`src/assert_macros.svh`:
```
// Assertion macros used by the RTL top level of the sorted-event PWM block.
// No dependencies; the bodies are empty when SYNTHESIS is defined.
`ifndef ASSERT_MACROS_SVH
`define ASSERT_MACROS_SVH
`ifndef SYNTHESIS
// Check that an expression holds at every clock edge out of reset.
`define ASSERT_INV(label, clk, rst, expr) \
  label: assert property (@(posedge clk) disable iff (rst) (expr)) \
    else $error("invariant check failed");
// Check that a condition implies a consequence in the same cycle.
`define ASSERT_IMP(label, clk, rst, ante, cons) \
  label: assert property (@(posedge clk) disable iff (rst) (ante) |-> (cons)) \
    else $error("same-cycle implication failed");
// Check that a condition implies a consequence in the next cycle.
`define ASSERT_NEXT(label, clk, rst, ante, cons) \
  label: assert property (@(posedge clk) disable iff (rst) (ante) |=> (cons)) \
    else $error("next-cycle implication failed");
`else
`define ASSERT_INV(label, clk, rst, expr)
`define ASSERT_IMP(label, clk, rst, ante, cons)
`define ASSERT_NEXT(label, clk, rst, ante, cons)
`endif
`endif

```
`src/mspwm_pkg.sv`:
```
// Types and constants of the sorted-event PWM block.
// No dependencies; used by the cell and the top level.
package mspwm_pkg;

  localparam int IN_PIN_W  = 8;
  localparam int PIN_W     = 5;
  localparam int DUTY_W    = 10;
  localparam int UNIT_W    = 16;
  localparam int RELOAD_W  = 26;
  localparam int CFG_IDX_W = 2;

  localparam logic [DUTY_W-1:0] RESET_PERIOD_LEN = 10'd100;
  localparam logic [UNIT_W-1:0] RESET_UNIT_TICKS = 16'd500;

  localparam logic [CFG_IDX_W-1:0] REG_PERIOD_LEN = 2'd0;
  localparam logic [CFG_IDX_W-1:0] REG_UNIT_TICKS = 2'd1;

  typedef logic [1:0] cell_op_t;
  localparam cell_op_t CELL_HOLD   = 2'd0;
  localparam cell_op_t CELL_REMOVE = 2'd1;
  localparam cell_op_t CELL_INSERT = 2'd2;

  typedef struct packed {
    logic [PIN_W-1:0]  pin;
    logic [DUTY_W-1:0] duty;
  } entry_t;

  typedef struct packed {
    cell_op_t          op;
    logic [PIN_W-1:0]  key_pin;
    logic [DUTY_W-1:0] key_duty;
  } cell_cmd_t;

  typedef struct packed {
    logic                func;
    logic [IN_PIN_W-1:0] pin;
    logic [DUTY_W-1:0]   duty;
  } cmd_item_t;

  typedef struct packed {
    logic                drive_valid;
    logic [PIN_W-1:0]    pin_out;
    logic                level;
    logic                reload_valid;
    logic [RELOAD_W-1:0] reload_count;
    logic                last;
  } res_item_t;

  typedef struct packed {
    logic [CFG_IDX_W-1:0] addr;
    logic [UNIT_W-1:0]    wdata;
  } cfg_write_t;

endpackage

```
`src/mspwm_stream_if.sv`:
```
// Valid/ready channel carrying one payload item per transfer.
// Payload type is a parameter; no package dependency.
interface mspwm_stream_if #(parameter type item_t = logic);
  logic  valid;
  logic  ready;
  item_t data;

  modport source (output valid, output data, input ready);
  modport sink   (input valid, input data, output ready);
endinterface

```
`src/mspwm_cell.sv`:
```
// One slot of the sorted duty table: holds a pin and its duty.
// Depends on mspwm_pkg; shifts to or from its neighbours on remove and insert.
module mspwm_cell
  import mspwm_pkg::*;
(
  input  logic      clk,
  input  cell_cmd_t cmd,
  input  logic      valid,
  input  logic      below_match,
  input  logic      prev_lt,
  input  entry_t    prev_ent,
  input  entry_t    next_ent,
  output entry_t    ent,
  output logic      match,
  output logic      lt
);

  assign match = valid && (ent.pin == cmd.key_pin);
  assign lt    = valid && (ent.duty < cmd.key_duty);

  always_ff @(posedge clk) begin
    case (cmd.op)
      CELL_REMOVE: begin
        // close the gap left by the removed pin
        if (valid && below_match) begin
          ent <= next_ent;
        end
      end
      CELL_INSERT: begin
        if (!lt) begin
          if (prev_lt) begin
            ent <= '{pin: cmd.key_pin, duty: cmd.key_duty};
          end else begin
            ent <= prev_ent;
          end
        end
      end
      default: begin
      end
    endcase
  end

endmodule

```
`src/multichannel_sorted_event_pwm.sv`:
```
// Sorted-event PWM top level: command FSM over a row of table cells.
// Depends on mspwm_pkg, mspwm_stream_if, mspwm_cell and assert_macros.svh.
//
//   channel | dir | payload                                   | transfer when
//   cmd     | in  | func, pin, duty                           | valid & ready
//   res     | out | drive_valid, pin_out, level, reload_*, last | valid & ready
//   cfg     | in  | addr, wdata                               | valid & ready
//
// Set-duty: accept, remove, then insert or one steady-level result before
// ready returns; a pin out of range is dropped at accept and ready stays high.
// Expiry: a serial walk over the cell row through a single read selector;
// a low run goes through cur, scan and step before its results, a new period
// goes straight to step, and one result per pin is emitted, each when res is free.
// Reset clears control state only; table slots hold no reset value.
// A stalled result holds the FSM; cfg is always ready.
`include "assert_macros.svh"

module multichannel_sorted_event_pwm
  import mspwm_pkg::*;
#(
  parameter int PINS = 20
)
(
  input  logic           clk,
  input  logic           rst,
  mspwm_stream_if.sink   cmd,
  mspwm_stream_if.source res,
  mspwm_stream_if.sink   cfg
);

  localparam int IDX_W = $clog2(PINS + 1);

  localparam logic [2:0] S_IDLE   = 3'd0;
  localparam logic [2:0] S_REMOVE = 3'd1;
  localparam logic [2:0] S_INSERT = 3'd2;
  localparam logic [2:0] S_STEADY = 3'd3;
  localparam logic [2:0] S_CUR    = 3'd4;
  localparam logic [2:0] S_SCAN   = 3'd5;
  localparam logic [2:0] S_STEP   = 3'd6;
  localparam logic [2:0] S_EMIT   = 3'd7;

  logic [2:0]          state;
  cmd_item_t           cmd_reg;
  logic [IDX_W-1:0]    count;
  logic [IDX_W-1:0]    position;
  logic [IDX_W-1:0]    rd_idx;
  logic [IDX_W-1:0]    end_idx;
  logic                hi_mode;
  logic [DUTY_W-1:0]   cur;
  logic [DUTY_W-1:0]   step;
  logic [DUTY_W-1:0]   period_len;
  logic [UNIT_W-1:0]   unit_ticks;
  logic                out_valid;
  res_item_t           out_data;

  cell_cmd_t           cell_cmd;
  entry_t              ents     [PINS];
  entry_t              prev_ent [PINS];
  entry_t              next_ent [PINS];
  logic [PINS-1:0]     valid_vec;
  logic [PINS-1:0]     match_vec;
  logic [PINS-1:0]     lt_vec;
  logic [PINS-1:0]     below;
  logic [PINS-1:0]     prev_lt;

  entry_t              rd_ent;
  logic                rd_in;
  logic [DUTY_W-1:0]   nxt;
  logic                out_free;
  logic                load_out;
  logic                last_pin;
  logic [RELOAD_W-1:0] reload;

  assign cmd.ready = (state == S_IDLE);
  assign cfg.ready = 1'b1;
  assign res.valid = out_valid;
  assign res.data  = out_data;
  assign out_free  = !out_valid || res.ready;
  assign load_out  = out_free && (state == S_STEADY || state == S_EMIT);

  assign cell_cmd.op = (state == S_REMOVE) ? CELL_REMOVE :
                       (state == S_INSERT && count < IDX_W'(PINS)) ? CELL_INSERT :
                       CELL_HOLD;
  assign cell_cmd.key_pin  = cmd_reg.pin[PIN_W-1:0];
  assign cell_cmd.key_duty = cmd_reg.duty;

  for (genvar j = 0; j < PINS; j++) begin : g_cell
    assign valid_vec[j] = IDX_W'(j) < count;
    assign below[j]     = |match_vec[j:0];
    if (j == 0) begin : g_first
      // a virtual lower-duty entry sits below the first slot
      assign prev_lt[j]  = 1'b1;
      assign prev_ent[j] = ents[j];
    end else begin : g_mid
      assign prev_lt[j]  = lt_vec[j-1];
      assign prev_ent[j] = ents[j-1];
    end
    if (j == PINS - 1) begin : g_end
      assign next_ent[j] = ents[j];
    end else begin : g_inner
      assign next_ent[j] = ents[j+1];
    end

    mspwm_cell u_cell (
      .clk         (clk),
      .cmd         (cell_cmd),
      .valid       (valid_vec[j]),
      .below_match (below[j]),
      .prev_lt     (prev_lt[j]),
      .prev_ent    (prev_ent[j]),
      .next_ent    (next_ent[j]),
      .ent         (ents[j]),
      .match       (match_vec[j]),
      .lt          (lt_vec[j])
    );
  end

  always_comb begin
    rd_ent = '0;
    for (int j = 0; j < PINS; j++) begin
      if (rd_idx == IDX_W'(j)) begin
        rd_ent = ents[j];
      end
    end
  end

  assign rd_in    = rd_idx < count;
  assign nxt      = rd_in ? rd_ent.duty : period_len;
  assign last_pin = ({1'b0, rd_idx} + (IDX_W + 1)'(1)) == {1'b0, end_idx};
  assign reload   = RELOAD_W'(step) * RELOAD_W'(unit_ticks);

  always_ff @(posedge clk) begin
    if (rst) begin
      period_len <= RESET_PERIOD_LEN;
      unit_ticks <= RESET_UNIT_TICKS;
    end else if (cfg.valid) begin
      case (cfg.data.addr)
        REG_PERIOD_LEN: period_len <= cfg.data.wdata[DUTY_W-1:0];
        REG_UNIT_TICKS: unit_ticks <= cfg.data.wdata;
        default: begin
        end
      endcase
    end
  end

  always_ff @(posedge clk) begin
    if (rst) begin
      state     <= S_IDLE;
      count     <= '0;
      position  <= '0;
      rd_idx    <= '0;
      hi_mode   <= 1'b0;
      out_valid <= 1'b0;
    end else begin
      if (load_out) begin
        out_valid <= 1'b1;
      end else if (res.ready) begin
        out_valid <= 1'b0;
      end
      case (state)
        S_IDLE: begin
          if (cmd.valid) begin
            cmd_reg <= cmd.data;
            if (cmd.data.func) begin
              if (position >= count) begin
                hi_mode  <= 1'b1;
                position <= '0;
                rd_idx   <= '0;
                state    <= S_STEP;
              end else begin
                hi_mode <= 1'b0;
                rd_idx  <= position;
                state   <= S_CUR;
              end
            end else if (cmd.data.pin < IN_PIN_W'(PINS)) begin
              state <= S_REMOVE;
            end
          end
        end
        S_REMOVE: begin
          if (|match_vec) begin
            count <= count - IDX_W'(1);
          end
          if (cmd_reg.duty == '0 || cmd_reg.duty >= period_len) begin
            state <= S_STEADY;
          end else begin
            state <= S_INSERT;
          end
        end
        S_INSERT: begin
          if (count < IDX_W'(PINS)) begin
            count <= count + IDX_W'(1);
          end
          state <= S_IDLE;
        end
        S_STEADY: begin
          if (out_free) begin
            out_data  <= '{drive_valid: 1'b1, pin_out: cmd_reg.pin[PIN_W-1:0],
                           level: (cmd_reg.duty != '0), reload_valid: 1'b0,
                           reload_count: '0, last: 1'b1};
            state     <= S_IDLE;
          end
        end
        S_CUR: begin
          cur    <= rd_ent.duty;
          rd_idx <= rd_idx + IDX_W'(1);
          state  <= S_SCAN;
        end
        S_SCAN: begin
          // advance past the run of entries that share the current duty
          if (rd_in && rd_ent.duty == cur) begin
            rd_idx <= rd_idx + IDX_W'(1);
          end else begin
            state <= S_STEP;
          end
        end
        S_STEP: begin
          if (hi_mode) begin
            step    <= (nxt == '0) ? DUTY_W'(1) : nxt;
            end_idx <= count;
            rd_idx  <= '0;
          end else begin
            step     <= (nxt > cur) ? (nxt - cur) : DUTY_W'(1);
            end_idx  <= rd_idx;
            rd_idx   <= position;
            position <= rd_idx;
          end
          state <= S_EMIT;
        end
        S_EMIT: begin
          if (out_free) begin
            if (rd_idx >= end_idx) begin
              // empty table: the reload travels alone
              out_data <= '{drive_valid: 1'b0, pin_out: '0, level: 1'b0,
                            reload_valid: 1'b1, reload_count: reload, last: 1'b1};
              state    <= S_IDLE;
            end else begin
              out_data <= '{drive_valid: 1'b1, pin_out: rd_ent.pin, level: hi_mode,
                            reload_valid: last_pin,
                            reload_count: last_pin ? reload : '0,
                            last: last_pin};
              rd_idx   <= rd_idx + IDX_W'(1);
              if (last_pin) begin
                state <= S_IDLE;
              end
            end
          end
        end
        default: begin
          state <= S_IDLE;
        end
      endcase
    end
  end

  `ASSERT_INV(a_count_bound, clk, rst, count <= IDX_W'(PINS))
  `ASSERT_IMP(a_reload_on_last, clk, rst, res.valid && res.data.reload_valid, res.data.last)
  `ASSERT_IMP(a_undriven_has_reload, clk, rst, res.valid && !res.data.drive_valid, res.data.reload_valid)
  `ASSERT_NEXT(a_bad_pin_ignored, clk, rst, cmd.valid && cmd.ready && !cmd.data.func && cmd.data.pin >= IN_PIN_W'(PINS), $stable(count) && state == S_IDLE)

endmodule

```
`src/flat_wrapper.sv`:
```
// flat-port wrapper written by rule: the top's interface ports become plain ports
module multichannel_sorted_event_pwm_flat import mspwm_pkg::*;
#(
  parameter int PINS = 20
)
  (clk, rst, cmd_valid, cmd_data, cmd_ready, res_valid, res_data, res_ready, cfg_valid, cfg_data, cfg_ready);
  mspwm_stream_if #(.item_t(cmd_item_t)) cmd_i ();
  mspwm_stream_if #(.item_t(res_item_t)) res_i ();
  mspwm_stream_if #(.item_t(cfg_write_t)) cfg_i ();
  input  logic clk;
  input  logic rst;
  input wire logic [$bits(cmd_i.valid)-1:0] cmd_valid;
  input wire logic [$bits(cmd_i.data)-1:0] cmd_data;
  output wire logic [$bits(cmd_i.ready)-1:0] cmd_ready;
  output wire logic [$bits(res_i.valid)-1:0] res_valid;
  output wire logic [$bits(res_i.data)-1:0] res_data;
  input wire logic [$bits(res_i.ready)-1:0] res_ready;
  input wire logic [$bits(cfg_i.valid)-1:0] cfg_valid;
  input wire logic [$bits(cfg_i.data)-1:0] cfg_data;
  output wire logic [$bits(cfg_i.ready)-1:0] cfg_ready;
  assign cmd_i.valid = cmd_valid;
  assign cmd_i.data = cmd_data;
  assign cmd_ready = cmd_i.ready;
  assign res_valid = res_i.valid;
  assign res_data = res_i.data;
  assign res_i.ready = res_ready;
  assign cfg_i.valid = cfg_valid;
  assign cfg_i.data = cfg_data;
  assign cfg_ready = cfg_i.ready;
  multichannel_sorted_event_pwm #(.PINS(PINS)) u_core (.clk(clk), .rst(rst), .cmd(cmd_i), .res(res_i), .cfg(cfg_i));
endmodule
```
`config.mk`:
```
export PLATFORM = sky130hd
export DESIGN_NAME = multichannel_sorted_event_pwm_flat
export DESIGN_NICKNAME = d
export VERILOG_FILES = /design/src/mspwm_pkg.sv /design/src/mspwm_stream_if.sv /design/src/mspwm_cell.sv /design/src/multichannel_sorted_event_pwm.sv /design/src/flat_wrapper.sv
export VERILOG_INCLUDE_DIRS = /design/src /design/src/src
export SDC_FILE = /design/constraint.sdc
export NUM_CORES = 2
export LEC_CHECK = 0
export BUFFER_PORTS_ARGS = -buffer_cell sky130_fd_sc_hd__buf_2
export CORE_ASPECT_RATIO = 0.75
export CORE_MARGIN = 2
export CORE_UTILIZATION = 45
export DETAILED_ROUTE_END_ITERATION = 8
export PLACE_DENSITY = 0.59
export SLEW_MARGIN = 20
export SYNTH_ARGS = -nofsm -noshare
export SYNTH_HDL_FRONTEND = slang
export SYNTH_SLANG_ARGS = --single-unit
```
`constraint.sdc`:
```
create_clock -name clk -period 6.3 [get_ports clk]
set_input_delay 0.945 -clock clk [delete_from_list [all_inputs] [get_ports clk]]
set_output_delay 0.945 -clock clk [all_outputs]
set_load 0.1 [all_outputs]
```
---- Yosys cells after proc, flatten, opt, wreduce, memory -nomap -nowiden ----
Cells that the tools add are included.
cells by class
  $add $sub $neg .......................... 5
  order comparisons ....................... 47
  $mul .................................... 1
  multiplexer cells ....................... 135
  eq/ne operators ......................... 101
  reduce and logical (&&, ||, !) cells .... 128
  shift-type cells ........................ 0
  divide/modulo/power cells ............... 0
  bitwise gates (word level) .............. 2
operators by type and width
  cell                count
  $mux 15             77
  $pmux 15 s2         19
  $lt 10x10->1        20
  $mux 35             3
  $eq 5x5->1          20
  $ne 2x2->1 const B  45
  $pmux 35 s2         1
  $reduce_and 3->1    22
  $logic_and 1x1->1   62
  $mux 5              11
  $eq 5x4->1 const B  8
  $lt 4x5->1 const A  8
  $mux 10             4
  $mul 10x16->26      1
  $mux 26             1
  $pmux 5 s5          1
  $mux 3              8
  $pmux 3 s8          1
  $eq 5x3->1 const B  4
  $eq 5x5->1 const B  4
  $logic_not 10->1    2
  $lt 3x5->1 const A  4
  $lt 5x5->1 const A  4
  $pmux 5 s2          2
  other kinds (56)    87
storage, ports and cells
  output and inout bits ................... 38
  memory bits (read-only) ................. 0
  bits in writable memories ............... 0
  memories kept ........................... 0
  bits of input ports ..................... 42
  latch bits .............................. 0
  register bits after elaboration ......... 421

---- Depth between registers and ports, before layout ----
  depth in word-level cells ............... 25
  depth in mapped cells ................... 27
  gate-level depth less buffers ........... 23

---- Cells and area by module ----
Synthesis repeated with hierarchy kept, for this count alone.
second synthesis, totals
  cell total of the unflattened synthesis .. 3,996
  area total of the unflattened synthesis .. 36,781.5 um^2
by module, submodules not included
  module                         cells an instance  instances  area each (um^2)
  mspwm_cell                     109                20         1,091.0
  multichannel_sorted_event_pwm  1,816              1          14,960.6

---- Worst setup path before layout ----
No wires, ideal clock.
  kind .................................... register to register
  start point ............................. register u_core.step[3]
  end point ............................... register u_core.out_data, in the netlist u_core.res.data[24], data pin
  library setup time ...................... 0.266 ns
  stages on the path, launching flop included .. 21
  slack ................................... 0.538 ns
  data required time ...................... 6.034 ns
  arrival ................................. 5.496 ns
  path through ............................ edfxtp_1 > clkbuf_1 > nand2_1 > fa_1 > inv_1 > fa_1 > fa_1 > fa_1 > fa_1 > ha_1 > a21oi_1 > o21ai_0 > a221o_1 > a41o_1 > a211oi_1 > o21ai_0 > a31oi_1 > o21bai_1 > a21oi_1 > xor2_1 > nor2_1
on the way
  longest elaborated chain between the ends .. 5
ends and longest elaborated chain
  what                      RTL line                              text
  start: declaration        multichannel_sorted_event_pwm.sv:50   logic [DUTY_W-1:0] step;
  start signal: assignment  multichannel_sorted_event_pwm.sv:219  step <= (nxt == '0) ? DUTY_W'(1) : nxt;
  start signal: assignment  multichannel_sorted_event_pwm.sv:223  step <= (nxt > cur) ? (nxt - cur) : DUTY_W'(1);
  $mul 10x16->26 (*)        multichannel_sorted_event_pwm.sv:130  assign reload = RELOAD_W'(step) * RELOAD_W'(unit_ticks);
  $mux 26                   multichannel_sorted_event_pwm.sv:240  reload_count: last_pin ? reload : '0,
  $mux 35 (*)               multichannel_sorted_event_pwm.sv:232  if (rd_idx >= end_idx) begin
  $mux 35 (*)               multichannel_sorted_event_pwm.sv:231  if (out_free) begin
  $pmux 35 s2 (*)           multichannel_sorted_event_pwm.sv:160  case (state)
  end signal: assignment    multichannel_sorted_event_pwm.sv:198  out_data <= '{drive_valid: 1'b1, pin_out: cmd_reg.pin[PIN_W-1:0],
  end signal: assignment    multichannel_sorted_event_pwm.sv:234  out_data <= '{drive_valid: 1'b0, pin_out: '0, level: 1'b0,
  end signal: assignment    multichannel_sorted_event_pwm.sv:238  out_data <= '{drive_valid: 1'b1, pin_out: rd_ent.pin, level: hi_mode,
  end: declaration          multichannel_sorted_event_pwm.sv:54   res_item_t out_data;
Every way passes the cells marked *; elsewhere a longest branch is shown, timed or not. The select of a mux whose other input is x is not followed.
A chain may end at the register's enable or synchronous reset.

---- Worst setup path in the final report ----
  start point ............................. register u_core.step[5]
  end point ............................... register u_core.out_data, in the netlist u_core.res.data[24], data pin
Same word-level chain as after synthesis.

==> impl_metrics.xml <==
<?xml version="1.0" encoding="UTF-8"?>
<metrics>
  <group name="run_status">
    <metric name="result_of_the_run" unit="">completed</metric>
  </group>
  <group name="synthesis">
    <metric name="synthesis.area" unit="mm2">0.03482</metric>
    <metric name="synthCells" unit="">3733</metric>
    <metric name="synth_enable_flop_cells" unit="">375</metric>
    <metric name="avgSynthCellArea" unit="um2">9.328</metric>
    <metric name="synth.net_count" unit="">4160</metric>
    <metric name="ys_warn_count" unit="">0</metric>
    <metric name="postSynth.topFlopCell" unit="">sky130_fd_sc_hd__edfxtp_1</metric>
    <metric name="seq_area_frac_synth" unit="%">34.98</metric>
    <metric name="ys_ff_latch" unit="">421</metric>
    <metric name="synth_cell_type_count" unit="">104</metric>
    <metric name="async_flop_share" unit="%">0</metric>
  </group>
  <group name="clock_network">
    <metric name="max-clock-path-buffers" unit="">3</metric>
    <metric name="cts_tree" unit="">yes</metric>
    <metric name="clock_tree.root_cell" unit="">sky130_fd_sc_hd__clkbuf_16</metric>
    <metric name="ctsHoldBuffers" unit="">0</metric>
    <metric name="numCtsBuffers" unit="">50</metric>
    <metric name="path_clk_slew" unit="ps">70</metric>
    <metric name="clock_latency_reported_for_the_late_side_of_the_worst_skew_pair" unit="ps">630</metric>
    <metric name="htree_levels" unit="">2</metric>
    <metric name="cts_sinks" unit="">421</metric>
  </group>
  <group name="global_route">
    <metric name="groute.layer.met1.usage" unit="%">47.72</metric>
    <metric name="grt_remaining_overflow" unit="">0</metric>
    <metric name="initial_antenna_violation_count" unit="">2</metric>
    <metric name="first_global_vias" unit="">28410</metric>
    <metric name="grt_start_max_net_pins" unit="">227</metric>
    <metric name="track_usage" unit="%">31.67</metric>
    <metric name="grt_pass1_wl" unit="um">189000</metric>
    <metric name="grt_most_used_layer" unit="">met1</metric>
    <metric name="met3_usage_grt" unit="%">10.64</metric>
    <metric name="grt.met2_usage" unit="%">42.71</metric>
  </group>
  <group name="power_and_ir_drop">
    <metric name="cellPowerDensity" unit="mW/mm2">300.3</metric>
    <metric name="ir_worst_vdd" unit="mV">0.2268</metric>
    <metric name="leakage" unit="nW">15.82</metric>
    <metric name="total_power" unit="mW">11.63</metric>
  </group>
  <group name="detailed_routing">
    <metric name="detailed_route_wl" unit="um">128200</metric>
    <metric name="drt-initial-drc-count" unit="">4007</metric>
    <metric name="drt_first_pass_iters" unit="">6</metric>
    <metric name="detail_route.drc_violations" unit="">0</metric>
    <metric name="antenna_left" unit="">0</metric>
    <metric name="routed-via-count" unit="">30072</metric>
    <metric name="via_per_inst" unit="">6.183</metric>
    <metric name="wl_per_cell" unit="um">26.35</metric>
  </group>
  <group name="die">
    <metric name="ioPinCount" unit="">80</metric>
    <metric name="core_region_area" unit="mm2">0.07674</metric>
    <metric name="start_util" unit="%">45.37</metric>
    <metric name="die-area" unit="mm2">0.07964</metric>
    <metric name="die_x" unit="um">325.2</metric>
    <metric name="die_height" unit="um">244.9</metric>
    <metric name="num_rows" unit="">88</metric>
  </group>
  <group name="hold_path">
    <metric name="whs_endpoint" unit="">u_core.period_len[1]$_SDFFE_PP0P_</metric>
    <metric name="hold_class" unit="">register to register</metric>
    <metric name="startpoint_of_the_tightest_hold_check_path" unit="">u_core.period_len[1]$_SDFFE_PP0P_</metric>
    <metric name="min_path_cells" unit="">2</metric>
  </group>
  <group name="place">
    <metric name="placedInstanceArea" unit="mm2">0.03699</metric>
    <metric name="post_detail_place_hpwl" unit="um">94180</metric>
    <metric name="routability_congestion" unit="">0.9534</metric>
    <metric name="placedCellCount" unit="">4762</metric>
    <metric name="placement.io_buffers" unit="">78</metric>
  </group>
  <group name="finish">
    <metric name="final_cell_mix" unit="">554 x sky130_fd_sc_hd__nand2_1, 418 x sky130_fd_sc_hd__o21ai_0, 375 x sky130_fd_sc_hd__edfxtp_1</metric>
    <metric name="mostFrequentLayoutCell" unit="">sky130_fd_sc_hd__nand2_1</metric>
    <metric name="area_growth" unit="%">11.20</metric>
    <metric name="layoutNonFillerInstCount" unit="">4864</metric>
    <metric name="post-route-cell-area" unit="mm2">0.03872</metric>
    <metric name="drive_gt1_share" unit="%">11.31</metric>
    <metric name="layout.nets" unit="">4215</metric>
  </group>
  <group name="sta">
    <metric name="setup-tns-final" unit="ps">0</metric>
    <metric name="timing.final.hold_violations" unit="">0</metric>
    <metric name="grt_setup_unrepaired" unit="">false</metric>
    <metric name="final_setup_violation_count" unit="">0</metric>
    <metric name="worst_pin_slew" unit="ps">1240</metric>
    <metric name="timing_max_transition_violations_final" unit="">0</metric>
    <metric name="fmax" unit="MHz">165.9</metric>
    <metric name="worst_clock_skew" unit="ps">13.73</metric>
    <metric name="max-slew-margin-rel" unit="%">17.16</metric>
    <metric name="fin_crit" unit="ps">6027</metric>
    <metric name="finalCritPeriodShare" unit="%">95.67</metric>
  </group>
  <group name="worst_setup_path">
    <metric name="r2r.worst_path.cells" unit="">18</metric>
    <metric name="critical_path.max_fanout" unit="">11</metric>
    <metric name="r2r_setup_slack" unit="ps">270</metric>
    <metric name="path_class" unit="">register to register</metric>
    <metric name="required" unit="ps">6660</metric>
    <metric name="critical_path.reg2reg.endpoint" unit="">u_core.res.data[24]$_SDFFCE_PN0P_</metric>
    <metric name="critical_path_data_arrival_time" unit="ps">6390</metric>
    <metric name="end_kind" unit="">register</metric>
    <metric name="cp-start-kind" unit="">register</metric>
    <metric name="timing.rr.start" unit="">u_core.step[5]$_DFFE_PP_</metric>
  </group>
  <group name="flow_run">
    <metric name="max_cap_violations" unit="">0</metric>
  </group>
</metrics>
-- routing by layer --
metal  vias up  wire (um)
li1      13564          -
met1     14729      58380
met2      1564      50050
met3       215      16540
met4         0       3210
met5         -          0
-- registers in the layout, indices dropped and copies added (netlist names) --
register,cells
u_core.period_len,10
u_core.count,5
u_core.g_cell.u_cell.ent,300
u_core.state,3
u_core.cell_cmd,15
u_core.rd_idx,5
u_core.res.valid,1
u_core.res.data,35
u_core.cur,10
u_core.unit_ticks,16
u_core.position,5
u_core.step,10
u_core.end_idx,5
u_core.hi_mode,1
-- logic make-up (layout without fill, tap and decap cells) --
logic type,Yosys count,in the layout,synth area share [%]
and+or+nand+nor,1077,1077,14.70
DFF,421,421,34.98
buffers and inverters,432,527,4.923
xor gates and xnor gates,139,139,3.496
adders and majority gates,385,385,16.23
other,1,2,0.01077
AOI/OAI and AO/OA,981,981,17.04
muxes,297,297,8.620
-- cells in the mapped netlist (16+ instances only) --
cell type,instances,area share (%)
sky130_fd_sc_hd__a21o_1,32,0.69
sky130_fd_sc_hd__buf_1,18,0.19
sky130_fd_sc_hd__nor2_1,128,1.4
sky130_fd_sc_hd__nand2_1,555,6.0
sky130_fd_sc_hd__nand2b_1,66,1.2
sky130_fd_sc_hd__mux2_2,23,0.74
sky130_fd_sc_hd__nor2b_1,37,0.66
sky130_fd_sc_hd__o22ai_1,19,0.34
sky130_fd_sc_hd__nand3_1,53,0.76
sky130_fd_sc_hd__a211o_1,19,0.48
sky130_fd_sc_hd__a211oi_1,33,0.71
sky130_fd_sc_hd__o21ai_0,419,6.0
sky130_fd_sc_hd__ha_1,274,9.8
sky130_fd_sc_hd__nor3_1,46,0.66
sky130_fd_sc_hd__nand4_1,16,0.29
sky130_fd_sc_hd__and2_1,75,1.3
sky130_fd_sc_hd__o211ai_1,22,0.47
sky130_fd_sc_hd__mux2i_1,274,7.9
sky130_fd_sc_hd__a31oi_1,28,0.50
sky130_fd_sc_hd__edfxtp_1,375,32
sky130_fd_sc_hd__buf_2,35,0.50
sky130_fd_sc_hd__a22oi_1,18,0.39
sky130_fd_sc_hd__dfxtp_1,46,2.6
sky130_fd_sc_hd__inv_1,170,1.8
sky130_fd_sc_hd__fa_1,111,6.4
sky130_fd_sc_hd__xor2_1,70,1.8
sky130_fd_sc_hd__clkbuf_1,200,2.2
sky130_fd_sc_hd__a21oi_1,226,3.2
sky130_fd_sc_hd__xnor2_1,69,1.7
sky130_fd_sc_hd__a221oi_1,16,0.40
-- timing repair --
| action | 4_1_cts | 5_1_grt |
|---|---|---|
| endpoints found under the setup margin | 1 | 7 |
| gates resized for setup | 0 | 13 |
| pin swaps | 0 | 2 |
| setup buffers | 1 | 7 |
-- stage by stage --
step	hold WS (ps)	worst slack, ps	util [%]
after floorplan	435.1	538.1	-
after global placement	445.7	128.3	48.20
after detailed placement	453.2	24.32	48.20
after CTS	463.3	31.99	50.27
after global routing	488.1	26.31	50.45
final	460.2	273.0	50.45
-- final cells by class --
type / count / area, um2
fill: 7272 / 38020
antenna: 1 / 2.502
clock inverter: 29 / 239.0
inverter: 171 / 641.9
multi-input combinational: 2880 / 21150
clock buffer: 63 / 1331
tap: 1035 / 1295
sequential: 421 / 12190
timing repair buffer: 264 / 1872
-- how the worst max path moves through the flow --
| stage | endpoint | cells after the start | slack, ps | start |
|---|---|---|---|---|
| 5_1_grt | u_core.res.data[24]$_SDFFCE_PN0P_ | 19 | 30 | u_core.step[5]$_DFFE_PP_ |
| 3_5_place_dp | u_core.res.data[24]$_SDFFCE_PN0P_ | 19 | 20 | u_core.step[2]$_DFFE_PP_ |
| 3_3_place_gp | u_core.res.data[24]$_SDFFCE_PN0P_ | 18 | 130 | u_core.step[4]$_DFFE_PP_ |
| 6_report | u_core.res.data[24]$_SDFFCE_PN0P_ | 18 | 270 | u_core.step[5]$_DFFE_PP_ |
| 4_1_cts | u_core.res.data[24]$_SDFFCE_PN0P_ | 18 | 30 | u_core.step[4]$_DFFE_PP_ |
| 2_1_floorplan | u_core.res.data[24]$_SDFFCE_PN0P_ | 20 | 540 | u_core.step[3]$_DFFE_PP_ |
-- worst max-delay path: stages (launching register included) --
cell,delay [ps]
sky130_fd_sc_hd__edfxtp_1,570
sky130_fd_sc_hd__and2_4,250
sky130_fd_sc_hd__fa_1,520
sky130_fd_sc_hd__fa_1,450
sky130_fd_sc_hd__fa_1,520
sky130_fd_sc_hd__fa_1,520
sky130_fd_sc_hd__fa_1,490
sky130_fd_sc_hd__ha_1,260
sky130_fd_sc_hd__nor3_1,180
sky130_fd_sc_hd__o21ai_0,140
sky130_fd_sc_hd__a221o_1,350
sky130_fd_sc_hd__a41o_2,330
sky130_fd_sc_hd__a211oi_4,280
sky130_fd_sc_hd__o21ai_1,150
sky130_fd_sc_hd__a31oi_1,290
sky130_fd_sc_hd__o21bai_1,100
sky130_fd_sc_hd__a21oi_1,170
sky130_fd_sc_hd__xor2_1,160
sky130_fd_sc_hd__nor2_1,50
-- report_power, final --
part           switching (mW)  leakage (nW)  internal (mW)
Clock                    1.29         0.768           1.65
Sequential              0.641          3.77           3.67
Combinational            2.71          11.3           1.66
No activity file was read; power rests on OpenSTA's default activity.
